==> src/hw/rtl/rsfd_pkg.sv <==
package rsfd_pkg;

    // Largest frame dimension the decoder honours; larger settings are clamped.
    localparam int unsigned MAX_DIM = 2048;

    localparam int unsigned DIM_W      = 12;
    localparam int unsigned PIX_W      = 11;
    localparam int unsigned CFG_IDX_W  = 2;
    localparam int unsigned CFG_DATA_W = 12;

    // Coordinates saturate at the largest 12-bit value.
    localparam logic [DIM_W-1:0] COORD_MAX = {DIM_W{1'b1}};

    // Command byte codes.
    localparam logic [7:0] CMD_EOL   = 8'h80;
    localparam logic [6:0] CMD_COUNT = 7'h7F;

    // Configuration register indexes.
    localparam logic [CFG_IDX_W-1:0] REG_FRAME_WIDTH  = 2'd0;
    localparam logic [CFG_IDX_W-1:0] REG_FRAME_HEIGHT = 2'd1;
    localparam logic [CFG_IDX_W-1:0] REG_TOP_DOWN     = 2'd2;

    // Queue between the classifier and the executor.
    localparam int unsigned QUEUE_DEPTH = 4;
    localparam int unsigned QPTR_W      = $clog2(QUEUE_DEPTH);
    localparam int unsigned QCNT_W      = $clog2(QUEUE_DEPTH + 1);

    typedef enum logic [1:0] {
        OP_NOP,
        OP_LITERAL,
        OP_EOL,
        OP_SKIP
    } op_kind_t;

    // One classified request travelling from the front to the back.
    typedef struct packed {
        op_kind_t   kind;
        logic [7:0] data;
        logic       last;
    } op_t;

    typedef struct packed {
        logic [DIM_W-1:0] width;
        logic [DIM_W-1:0] height;
        logic             top_down;
    } cfg_t;

    localparam cfg_t CFG_RESET = '{width: 12'd256, height: 12'd256, top_down: 1'b0};

    // Queue status seen by the top level and the executor.
    typedef struct packed {
        logic full;
        logic empty;
    } q_status_t;

    // Clamp a dimension to MAX_DIM.
    function automatic logic [DIM_W-1:0] eff_dim(input logic [DIM_W-1:0] v);
        logic [DIM_W:0] lim;
        begin
            lim = (DIM_W+1)'(MAX_DIM);
            eff_dim = ({1'b0, v} > lim) ? lim[DIM_W-1:0] : v;
        end
    endfunction

    // Saturating coordinate add.
    function automatic logic [DIM_W-1:0] sat_add(input logic [DIM_W-1:0] a,
                                                 input logic [DIM_W-1:0] b);
        logic [DIM_W:0] s;
        begin
            s = {1'b0, a} + {1'b0, b};
            sat_add = s[DIM_W] ? COORD_MAX : s[DIM_W-1:0];
        end
    endfunction

    // Row at which a frame starts.
    function automatic logic [DIM_W-1:0] start_row(input cfg_t c);
        logic [DIM_W-1:0] h;
        begin
            h = eff_dim(c.height);
            if (c.top_down || h == '0) begin
                start_row = '0;
            end else begin
                start_row = h - 1'b1;
            end
        end
    endfunction

    // A bottom-up frame of no height starts already below row zero.
    function automatic logic start_below(input cfg_t c);
        start_below = !c.top_down && (eff_dim(c.height) == '0);
    endfunction

endpackage

==> src/hw/rtl/rle_sprite_frame_decoder.sv <==
// A request accepted with the queue empty is stored in the queue, then retired into the output register.
// Throughput: one code byte per cycle while the queue has room; the executor retires
// one queued request a cycle and stalls only while the output register holds a result not yet taken.
// A four-entry queue between classifier and executor absorbs output back-pressure.
// Reset: synchronous, active low aresetn; width and height return to 256, bottom-up,
// decoding starts at column 0 of the bottom row; a write to a known register restarts the frame.
module rle_sprite_frame_decoder (
    input  logic                                aclk,
    input  logic                                aresetn,
    input  logic                                cfg_wr_en,
    input  logic [rsfd_pkg::CFG_IDX_W-1:0]      cfg_index,
    input  logic [rsfd_pkg::CFG_DATA_W-1:0]     cfg_data,
    input  logic                                s_valid,
    output logic                                s_ready,
    input  logic [7:0]                          s_code_byte,
    input  logic                                s_last_byte,
    output logic                                m_valid,
    input  logic                                m_ready,
    output logic [rsfd_pkg::PIX_W-1:0]          m_pixel_col,
    output logic [rsfd_pkg::PIX_W-1:0]          m_pixel_row,
    output logic [7:0]                          m_color_index,
    output logic                                m_write_valid,
    output logic                                m_frame_end
);

    rsfd_pkg::cfg_t      cfg_reg, cfg_next;
    logic                restart;
    logic                s_accept;
    rsfd_pkg::op_t       front_op, head_op;
    rsfd_pkg::q_status_t q_status;
    logic                q_pop;

    // Configuration decode; a write to a known register restarts the frame.
    always_comb begin
        cfg_next = cfg_reg;
        restart  = 1'b0;
        if (cfg_wr_en) begin
            unique case (cfg_index)
                rsfd_pkg::REG_FRAME_WIDTH: begin
                    cfg_next.width = cfg_data;
                    restart        = 1'b1;
                end
                rsfd_pkg::REG_FRAME_HEIGHT: begin
                    cfg_next.height = cfg_data;
                    restart         = 1'b1;
                end
                rsfd_pkg::REG_TOP_DOWN: begin
                    cfg_next.top_down = cfg_data[0];
                    restart           = 1'b1;
                end
                default: begin
                    restart = 1'b0;
                end
            endcase
        end
    end

    always_ff @(posedge aclk) begin
        if (!aresetn) begin
            cfg_reg <= rsfd_pkg::CFG_RESET;
        end else begin
            cfg_reg <= cfg_next;
        end
    end

    // Requests are taken whenever the queue has room.
    assign s_ready  = !q_status.full;
    assign s_accept = s_valid && s_ready;

    rsfd_front u_front (
        .aclk      (aclk),
        .aresetn   (aresetn),
        .restart   (restart),
        .accept    (s_accept),
        .code_byte (s_code_byte),
        .last_byte (s_last_byte),
        .op        (front_op)
    );

    rsfd_queue u_queue (
        .aclk    (aclk),
        .aresetn (aresetn),
        .push    (s_accept),
        .din     (front_op),
        .pop     (q_pop),
        .dout    (head_op),
        .status  (q_status)
    );

    rsfd_back u_back (
        .aclk          (aclk),
        .aresetn       (aresetn),
        .cfg           (cfg_reg),
        .cfg_next      (cfg_next),
        .restart       (restart),
        .op            (head_op),
        .op_valid      (!q_status.empty),
        .pop           (q_pop),
        .m_ready       (m_ready),
        .m_valid       (m_valid),
        .m_pixel_col   (m_pixel_col),
        .m_pixel_row   (m_pixel_row),
        .m_color_index (m_color_index),
        .m_write_valid (m_write_valid),
        .m_frame_end   (m_frame_end)
    );

`ifndef SYNTHESIS
    // A result either writes a pixel or closes the frame.
    assert property (@(posedge aclk) disable iff (!aresetn)
        m_valid && !m_write_valid |-> m_frame_end)
        else $error("result carries neither a pixel write nor a frame end");

    // A written pixel lies inside the configured width.
    assert property (@(posedge aclk) disable iff (!aresetn)
        m_valid && m_write_valid |->
            ({1'b0, m_pixel_col} < rsfd_pkg::eff_dim(cfg_reg.width)))
        else $error("pixel written outside the frame width");

    // The executor never retires a request from an empty queue.
    assert property (@(posedge aclk) disable iff (!aresetn)
        q_pop |-> !q_status.empty)
        else $error("queue popped while empty");

    // No result is presented straight after reset.
    assert property (@(posedge aclk)
        aresetn && $past(!aresetn) |-> !m_valid)
        else $error("result valid right after reset");
`endif

endmodule

==> src/hw/rtl/rsfd_front.sv <==
module rsfd_front (
    input  logic              aclk,
    input  logic              aresetn,
    input  logic              restart,
    input  logic              accept,
    input  logic [7:0]        code_byte,
    input  logic              last_byte,
    output rsfd_pkg::op_t     op
);

    logic       in_literal_reg, in_literal_next;
    logic [6:0] run_left_reg, run_left_next;

    // Classify the byte against the literal run state.
    always_comb begin
        in_literal_next = in_literal_reg;
        run_left_next   = run_left_reg;
        op.data         = code_byte;
        op.last         = last_byte;
        op.kind         = rsfd_pkg::OP_NOP;
        if (in_literal_reg) begin
            op.kind       = rsfd_pkg::OP_LITERAL;
            run_left_next = (run_left_reg - 7'd1) & rsfd_pkg::CMD_COUNT;
            if (run_left_next == '0) begin
                in_literal_next = 1'b0;
            end
        end else if (code_byte == rsfd_pkg::CMD_EOL) begin
            op.kind = rsfd_pkg::OP_EOL;
        end else if (code_byte[7]) begin
            op.kind = rsfd_pkg::OP_SKIP;
        end else if (code_byte != 8'd0) begin
            run_left_next   = code_byte[6:0];
            in_literal_next = 1'b1;
        end
        // The last byte of a frame returns the classifier to command mode.
        if (last_byte) begin
            in_literal_next = 1'b0;
            run_left_next   = '0;
        end
    end

    // Literal run state.
    always_ff @(posedge aclk) begin
        if (!aresetn || restart) begin
            in_literal_reg <= 1'b0;
            run_left_reg   <= '0;
        end else if (accept) begin
            in_literal_reg <= in_literal_next;
            run_left_reg   <= run_left_next;
        end
    end

endmodule

==> src/hw/rtl/rsfd_queue.sv <==
module rsfd_queue (
    input  logic                  aclk,
    input  logic                  aresetn,
    input  logic                  push,
    input  rsfd_pkg::op_t         din,
    input  logic                  pop,
    output rsfd_pkg::op_t         dout,
    output rsfd_pkg::q_status_t   status
);

    rsfd_pkg::op_t                    entry_reg [rsfd_pkg::QUEUE_DEPTH];
    logic [rsfd_pkg::QPTR_W-1:0]      wr_ptr_reg, rd_ptr_reg;
    logic [rsfd_pkg::QCNT_W-1:0]      count_reg, count_next;

    assign status.full  = (count_reg == rsfd_pkg::QCNT_W'(rsfd_pkg::QUEUE_DEPTH));
    assign status.empty = (count_reg == '0);
    assign dout         = entry_reg[rd_ptr_reg];

    // Occupancy follows pushes and pops.
    always_comb begin
        count_next = count_reg;
        if (push && !pop) begin
            count_next = count_reg + 1'b1;
        end else if (pop && !push) begin
            count_next = count_reg - 1'b1;
        end
    end

    // Pointers and count.
    always_ff @(posedge aclk) begin
        if (!aresetn) begin
            wr_ptr_reg <= '0;
            rd_ptr_reg <= '0;
            count_reg  <= '0;
        end else begin
            if (push) begin
                wr_ptr_reg <= wr_ptr_reg + 1'b1;
            end
            if (pop) begin
                rd_ptr_reg <= rd_ptr_reg + 1'b1;
            end
            count_reg <= count_next;
        end
    end

    // Entry storage.
    always_ff @(posedge aclk) begin
        if (push) begin
            entry_reg[wr_ptr_reg] <= din;
        end
    end

endmodule

==> src/hw/rtl/rsfd_back.sv <==
module rsfd_back (
    input  logic                              aclk,
    input  logic                              aresetn,
    input  rsfd_pkg::cfg_t                    cfg,
    input  rsfd_pkg::cfg_t                    cfg_next,
    input  logic                              restart,
    input  rsfd_pkg::op_t                     op,
    input  logic                              op_valid,
    output logic                              pop,
    input  logic                              m_ready,
    output logic                              m_valid,
    output logic [rsfd_pkg::PIX_W-1:0]        m_pixel_col,
    output logic [rsfd_pkg::PIX_W-1:0]        m_pixel_row,
    output logic [7:0]                        m_color_index,
    output logic                              m_write_valid,
    output logic                              m_frame_end
);

    logic [rsfd_pkg::DIM_W-1:0] col_reg, col_next;
    logic [rsfd_pkg::DIM_W-1:0] row_reg, row_next;
    logic                       below_reg, below_next;
    logic                       m_valid_reg, m_valid_next;
    logic [rsfd_pkg::PIX_W-1:0] col_out_reg, row_out_reg;
    logic [7:0]                 color_out_reg;
    logic                       wr_out_reg, end_out_reg;
    logic                       in_frame, wr, produce, out_free;

    // Decide whether this request writes a pixel and whether it can retire.
    always_comb begin
        in_frame = !below_reg
                   && (row_reg < rsfd_pkg::eff_dim(cfg.height))
                   && (col_reg < rsfd_pkg::eff_dim(cfg.width));
        wr       = op_valid && (op.kind == rsfd_pkg::OP_LITERAL) && in_frame;
        produce  = wr || (op_valid && op.last);
        out_free = !m_valid_reg || m_ready;
        pop      = op_valid && (!produce || out_free);
    end

    // Position update.
    always_comb begin
        col_next   = col_reg;
        row_next   = row_reg;
        below_next = below_reg;
        unique case (op.kind)
            rsfd_pkg::OP_LITERAL: begin
                col_next = rsfd_pkg::sat_add(col_reg, 12'd1);
            end
            rsfd_pkg::OP_EOL: begin
                col_next = '0;
                if (cfg.top_down) begin
                    row_next = rsfd_pkg::sat_add(row_reg, 12'd1);
                end else if (row_reg == '0) begin
                    below_next = 1'b1;
                end else begin
                    row_next = row_reg - 1'b1;
                end
            end
            rsfd_pkg::OP_SKIP: begin
                col_next = rsfd_pkg::sat_add(col_reg, {5'd0, op.data[6:0]});
            end
            rsfd_pkg::OP_NOP: begin
                col_next = col_reg;
            end
            default: begin
                col_next = col_reg;
            end
        endcase
        // The last byte restarts the frame.
        if (op.last) begin
            col_next   = '0;
            row_next   = rsfd_pkg::start_row(cfg);
            below_next = rsfd_pkg::start_below(cfg);
        end
    end

    // Position registers; a configuration write restarts with the new values.
    always_ff @(posedge aclk) begin
        if (!aresetn) begin
            col_reg   <= '0;
            row_reg   <= rsfd_pkg::start_row(rsfd_pkg::CFG_RESET);
            below_reg <= rsfd_pkg::start_below(rsfd_pkg::CFG_RESET);
        end else if (restart) begin
            col_reg   <= '0;
            row_reg   <= rsfd_pkg::start_row(cfg_next);
            below_reg <= rsfd_pkg::start_below(cfg_next);
        end else if (pop) begin
            col_reg   <= col_next;
            row_reg   <= row_next;
            below_reg <= below_next;
        end
    end

    // Output register valid.
    always_comb begin
        if (pop && produce) begin
            m_valid_next = 1'b1;
        end else if (m_ready) begin
            m_valid_next = 1'b0;
        end else begin
            m_valid_next = m_valid_reg;
        end
    end

    always_ff @(posedge aclk) begin
        if (!aresetn) begin
            m_valid_reg <= 1'b0;
        end else begin
            m_valid_reg <= m_valid_next;
        end
    end

    // Output payload; fields are zero when no pixel is written.
    always_ff @(posedge aclk) begin
        if (pop && produce) begin
            col_out_reg   <= wr ? col_reg[rsfd_pkg::PIX_W-1:0] : '0;
            row_out_reg   <= wr ? row_reg[rsfd_pkg::PIX_W-1:0] : '0;
            color_out_reg <= wr ? op.data : 8'd0;
            wr_out_reg    <= wr;
            end_out_reg   <= op.last;
        end
    end

    assign m_valid       = m_valid_reg;
    assign m_pixel_col   = col_out_reg;
    assign m_pixel_row   = row_out_reg;
    assign m_color_index = color_out_reg;
    assign m_write_valid = wr_out_reg;
    assign m_frame_end   = end_out_reg;

endmodule

==> config.mk <==
export PLATFORM = sky130hd
export DESIGN_NAME = rle_sprite_frame_decoder
export DESIGN_NICKNAME = d
export VERILOG_FILES = /design/src/hw/rtl/rsfd_pkg.sv /design/src/hw/rtl/rle_sprite_frame_decoder.sv /design/src/hw/rtl/rsfd_front.sv /design/src/hw/rtl/rsfd_queue.sv /design/src/hw/rtl/rsfd_back.sv
export SDC_FILE = /design/constraint.sdc
export NUM_CORES = 1
export LEC_CHECK = 0
export ABC_CLOCK_PERIOD_IN_PS = 5320
export CAP_MARGIN = 20
export CORE_MARGIN = 2
export CORE_UTILIZATION = 35
export DETAILED_ROUTE_END_ITERATION = 12
export DONT_BUFFER_PORTS = 1
export PLACE_DENSITY_LB_ADDON = 0.05
export SLEW_MARGIN = 10
export SYNTH_ARGS = -nofsm -noshare
export SYNTH_HDL_FRONTEND = slang
export SYNTH_SLANG_ARGS = --single-unit
==> constraint.sdc <==
create_clock -name aclk -period 5.32 [get_ports aclk]
set_input_delay 1.064 -clock aclk [delete_from_list [all_inputs] [get_ports aclk]]
set_output_delay 1.064 -clock aclk [all_outputs]
set_load 0.02 [all_outputs]
* Word-level counts from Yosys, hierarchy flattened
Memories as Yosys holds them, arrays and structs flattened. A register that Yosys moved wholly into a read port is not among the register bits.
Index checks and enable logic that the tools add are counted.
** Word-level totals
- Flip-flop bits (word level) :: 98
- Bits in writable memories :: 44
- Logic and storage cells :: 145
- Memories kept :: 1
** Cells by class
- Add/subtract/negate cells :: 11
- Order comparisons :: 5
- Equal/unequal tests :: 12
- Multiplexer cells :: 49
- Bitwise logic cells :: 1
- Reductions and logical operators :: 49
** Memories
- u_queue.entry_reg :: words 4, width 11, read ports 1, clocked after Yosys merged registers in 1, wr ports 1, RTL line rsfd_queue.sv:11 : rsfd_pkg::op_t entry_reg [rsfd_pkg::QUEUE_DEPTH];
** Operators with widths (number)
- two-way mux 12 bit :: 16
- > comparator 12 bit (second input constant) :: 3
- logical NOT 12 bit :: 3
- one-hot mux 12 bit (3 select lines) :: 1
- subtractor 12 x 1 -> 12 bit (second input constant) :: 3
- two-way mux 7 bit :: 5
- adder 12 x 1 -> 13 bit (second input constant) :: 2
- less-than comparator 12 bit :: 2
- two-way mux 1 bit :: 19
- adder 12 x 7 -> 13 bit :: 1
- two-way mux 13 bit :: 1
- logical AND 1 bit :: 12
- logical NOT 1 bit :: 10
- two-way mux 2 bit :: 5
- nonzero test 3 bit :: 3
- equality test 8 bit (second input constant) :: 1
- AND reduction 4 bit :: 2
- nonzero test 8 bit :: 1
- logical NOT 7 bit :: 1
- subtractor 7 x 1 -> 7 bit (second input constant) :: 1
- equality test 2 bit (second input constant) :: 3
- logical OR 1 bit :: 6
- two-way mux 3 bit :: 2
- inequality test 3 x 1 -> 1 bit (second input constant) :: 2
- 16 further kinds :: 22

* Longest topological paths before layout
- Depth after elaboration :: 13
- Depth in mapped cells :: 16

* By module
From an unflattened synthesis, not the netlist that was laid out.
** Second synthesis, totals
- Cells, all modules :: 931
- Area, all modules :: 9081.2 µm²
** Modules (own cells, without submodules)
- rsfd_back :: instances 1, cells each 619, area an instance 5046.1 µm², sequential area each 1481.4 µm²
- rsfd_queue :: instances 1, cells each 100, area an instance 2034.5 µm², sequential area each 1501.4 µm²
- rle_sprite_frame_decoder :: instances 1, cells each 130, area an instance 1312.5 µm², sequential area each 500.5 µm²
- rsfd_front :: instances 1, cells each 82, area an instance 688.2 µm², sequential area each 160.2 µm²

* Least setup slack after synthesis
Ideal clock, no wire load.
- Kind :: register to register
- Start point :: reg cfg_reg[12] (netlist name)
- End point :: reg u_back.color_out_reg[0], in the netlist u_back.m_color_index[0] (enable)
- Data arrival time :: 4442 ps
- Path slack :: 417 ps
- Cell stages (with the launch flop) :: 11
- Buffers on the path :: 2
- Path through :: dfxtp_1 clkbuf_1 inv_1 buf_1 nand2_1 ha_1 and3_1 a221o_1 a22oi_2 a41oi_4 nor3_1
** On the way
- Longest elaborated chain between the ends :: 11
** Ends and longest elaborated chain
- from (decl) :: RTL line rle_sprite_frame_decoder.sv:26 : rsfd_pkg::cfg_t cfg_reg, cfg_next;
- from (signal assigned) :: RTL line rle_sprite_frame_decoder.sv:60 : cfg_reg <= rsfd_pkg::CFG_RESET;
- from (signal assigned) :: RTL line rle_sprite_frame_decoder.sv:62 : cfg_reg <= cfg_next;
- > comparator 12 bit :: RTL line rsfd_pkg.sv:61 : eff_dim = ({1'b0, v} > lim) ? lim[DIM_W-1:0] : v;
- two-way mux 12 bit (*) :: RTL line rsfd_pkg.sv:61
- less-than comparator 12 bit (*) :: RTL line rsfd_back.sv:31 : && (row_reg < rsfd_pkg::eff_dim(cfg.height))
- logical AND 1 bit (*) :: RTL line rsfd_back.sv:31
- logical AND 1 bit (*) :: RTL line rsfd_back.sv:32 : && (col_reg < rsfd_pkg::eff_dim(cfg.width));
- logical AND 1 bit (*) :: RTL line rsfd_back.sv:33 : wr = op_valid && (op.kind == rsfd_pkg::OP_LITERAL) && in_frame;
- logical OR 1 bit (*) :: RTL line rsfd_back.sv:34 : produce = wr || (op_valid && op.last);
- logical NOT 1 bit :: RTL line rsfd_back.sv:36 : pop = op_valid && (!produce || out_free);
- logical OR 1 bit :: RTL line rsfd_back.sv:36
- logical AND 1 bit :: RTL line rsfd_back.sv:36
- logical AND 1 bit (*) :: RTL line rsfd_back.sv:114 : if (pop && produce) begin
- to (signal assigned) :: RTL line rsfd_back.sv:117 : color_out_reg <= wr ? op.data : 8'd0;
- to (decl) :: RTL line rsfd_back.sv:24 : logic [7:0] color_out_reg;
Every way passes the cells marked *; elsewhere a longest branch is shown, timed or not.
A chain may end at the register's enable or synchronous reset.

* Worst setup path after layout
- Start point :: reg cfg_reg[12] (netlist name)
- End point :: reg u_queue.count_reg[2] (netlist name)
** On the way
- Longest elaborated chain between the ends :: 13
- Elaborated cells on any way between the ends :: 15
- Classes of those cells :: order compare (2); mux (2); reduce/logical (11)
** Ends and longest elaborated chain
- > comparator 12 bit :: RTL line rsfd_pkg.sv:61
- two-way mux 12 bit (*) :: RTL line rsfd_pkg.sv:61
- less-than comparator 12 bit (*) :: RTL line rsfd_back.sv:31
- logical AND 1 bit (*) :: RTL line rsfd_back.sv:31
- logical AND 1 bit (*) :: RTL line rsfd_back.sv:32
- logical AND 1 bit (*) :: RTL line rsfd_back.sv:33
- logical OR 1 bit (*) :: RTL line rsfd_back.sv:34
- logical NOT 1 bit (*) :: RTL line rsfd_back.sv:36
- logical OR 1 bit (*) :: RTL line rsfd_back.sv:36
- logical AND 1 bit (*) :: RTL line rsfd_back.sv:36
- logical NOT 1 bit :: RTL line rsfd_queue.sv:22 : if (push && !pop) begin
- logical AND 1 bit :: RTL line rsfd_queue.sv:22
- two-way mux 3 bit / nonzero test 2 bit (equally long branches)
- to (signal assigned) :: RTL line rsfd_queue.sv:42 : count_reg <= count_next;
- to (decl) :: RTL line rsfd_queue.sv:13 : logic [rsfd_pkg::QCNT_W-1:0] count_reg, count_next;
Marked as above.

==> results_dict.tcl <==
set metrics [dict create \
    cp.arrival_ps 4500 \
    cp_max_fo 16 \
    r2r_cells 14 \
    cp-end-kind "register" \
    yosysMostFrequentCell "nand2_1" \
    max_cap_viol_count 0 \
    largest_register_ffs 44 \
    ant_nets 0 \
    ys_seq_area_share_pct 42.3 \
    finalHoldViolations 0 \
    grt_overflow 0 \
    final.period_utilization_pct 78.1 \
    fmax_mhz 241 \
    slew_headroom_pct 31.8 \
    skew_ps 10.8 \
    synth.avg_cell_area_um2 9.48 \
    holdPathStages 2 \
    grt_pass1_wl_um 38300 \
    synth_ff_type "edfxtp_1" \
    die_area_mm2 0.0259 \
    cp.required_ps 5670 \
    cts_buffers 17 \
    crit_path_start "cfg_reg[12]" \
    post_cts_buffers 0 \
    worst_slew_pin_slew_ps 1020 \
    num_antenna_cells 0 \
    coreArea_mm2 0.0242 \
    clk_latency_ps 420 \
    critPathLaunchType "register" \
    finalSetupViolCount 0 \
    setup.worst_path.class "reg2reg" \
    worstReg2RegStart "cfg_reg[12]" \
    outcome "finished, final reports clean" \
    rsz0062_at_grt "false" \
    vias 6832 \
    cellLeakagePower_nw 3.39 \
    placed_cells 1186 \
    place_congestion 0.900 \
    syn2layout_area_growth_pct 9.09 \
    grt_usage_pct 19.1 \
    tns_ps 0 \
    synth_top_area_cell "edfxtp_1" \
    grt_max_degree 37 \
    fin_nets 956 \
    antenna_found_initial 0 \
    ys_ff_latch 144 \
    cts_tree "yes" \
    syn_area_mm2 0.00862 \
    fillCellCount 2461 \
    io_buffers 0 \
    hp-class "reg2reg" \
    wl_per_cell_um 19.8 \
    yosys-top-cells-count "nand2_1 (93), nor2_1 (85), edfxtp_1 (76)" \
    clockRootBuffer "clkbuf_16" \
    dp_hpwl_um 17500 \
    synth_edf_count 76 \
    h-tree-depth 4 \
    ys_top_cells_by_area "edfxtp_1 (26%), dfxtp_1 (16%), ha_1 (6.4%)" \
    ys_types 87 \
    slew_viol_final 0 \
    drtPass1Iterations 6 \
    grt_pass1_vias 6554 \
    cts.path.max_buffers 2 \
    r2r_end "u_queue.count_reg[2]" \
    die_y_um 161 \
    synth-async-reset-ratio_pct 0 \
    cts.sinks 144 \
    wl_um 24200 \
    clk_pin_slew_ps 60 \
    multiInputGateArea_mm2 0.00464 \
    drc_errors 0 \
    regArea_mm2 0.00364 \
    vdd_drop_max_uv 190 \
    crit_path_end "u_queue.count_reg[2]" \
    drive_above_1_share_pct 8.16 \
    p_per_area_mw_per_mm2 470 \
    hold_buffers 0 \
    yosysWarnings 0 \
    first_iter_violations 474 \
    fin_crit_ps 4160 \
    dieWidth_um 161 \
    final_cells 1219 \
    netlist.area_leader.share_pct 26.5 \
    io_pins 62 \
    postSynthNetCount 983 \
    syn_inst 909 \
    via_per_inst 5.60 \
    rrSetupSlack_ps 1160 \
    num_rows 57 \
    start_util_pct 35.5 \
    cts_resized 0 \
]
## report_power, final
group | total [mW] | internal, mW | leakage, nW | switching [mW]
logic | 1.41 | 0.540 | 1.84 | 0.870
registers | 1.84 | 1.45 | 1.27 | 0.390
clock network | 1.18 | 0.689 | 0.278 | 0.487
## cells in the final DEF (no fill, tap or decap), drive strengths merged, types with 7 or more instances in the layout
cell type / instances
ha: 44
nand4: 12
o21ai: 63
and2: 35
nor4: 9
nor2: 86
a21oi: 59
buf: 7
nand2: 93
or3: 9
and3: 12
nor2b: 8
and4: 7
nand3: 18
inv: 27
o221ai: 9
edfxtp: 76
clkbuf: 22
dfxtp: 68
a211oi: 12
a31oi: 8
xor2: 14
xnor2: 16
nor3b: 8
a21o: 9
nor3: 38
mux4: 11
mux2i: 20
## per-layer routing
| metal | up-vias | global-route usage [%] | share of wire (%) |
|---|---|---|---|
| met4 | 0 | 4.42 | 1.1 |
| met5 | - | 0 | 0 |
| met1 | 3280 | 29.4 | 52 |
| met2 | 204 | 26.9 | 41 |
| met3 | 21 | 4.42 | 6.0 |
| li1 | 3327 | - | - |
## through the flow
stage	cell area [um^2]	util (%)	setup WS, ps	power [mW]	hold WS [ps]
floorplan	8620	-	417	2.89	432
global placement	8810	36.3	1350	3.24	449
detailed placement	8820	36.4	1230	3.27	456
CTS	9400	38.7	1210	4.46	467
global route	9400	38.8	957	4.71	486
finish	9400	38.8	1160	4.42	463
## kinds of logic after synthesis
group | Yosys count | synth area share (%)
xor gates and xnor gates | 30 | 3.05
muxes | 34 | 5.63
DFF | 144 | 42.3
buffers and inverters | 77 | 3.96
AOI/OAI and AO/OA | 223 | 17.5
adders and majority gates | 46 | 6.85
and+or+nand+nor | 355 | 20.7
## critical path: stages, from the launching register on
cell and delay (ps):
dfxtp_1 640, inv_1 370, nand2_1 210, ha_1 260, a21o_1 180, a221o_1 370
a22oi_2 200, a41oi_4 200, o21ai_2 340, ha_1 260, inv_1 60, fa_1 370
xor2_1 180, or3_1 310, a21oi_1 140
## final cells by class
class                      count  share of cell area [%]
multi-input combinational    688                    49.3
clock buffer                  22                    5.03
tap                          324                    4.31
timing repair buffer           7                   0.506
clock inverter                10                    1.10
inverter                      24                   0.958
sequential                   144                    38.8
## worst min path at each step
| stage | from | end |
|---|---|---|
| after floorplan | cfg_reg[13] | cfg_reg[13] |
| after global placement | cfg_reg[13] | cfg_reg[13] |
| after detailed placement | cfg_reg[13] | cfg_reg[13] |
| after CTS | cfg_reg[14] | cfg_reg[14] |
| after global routing | cfg_reg[15] | cfg_reg[15] |
| final | cfg_reg[14] | cfg_reg[14] |
(Power assumes the default switching activity.)
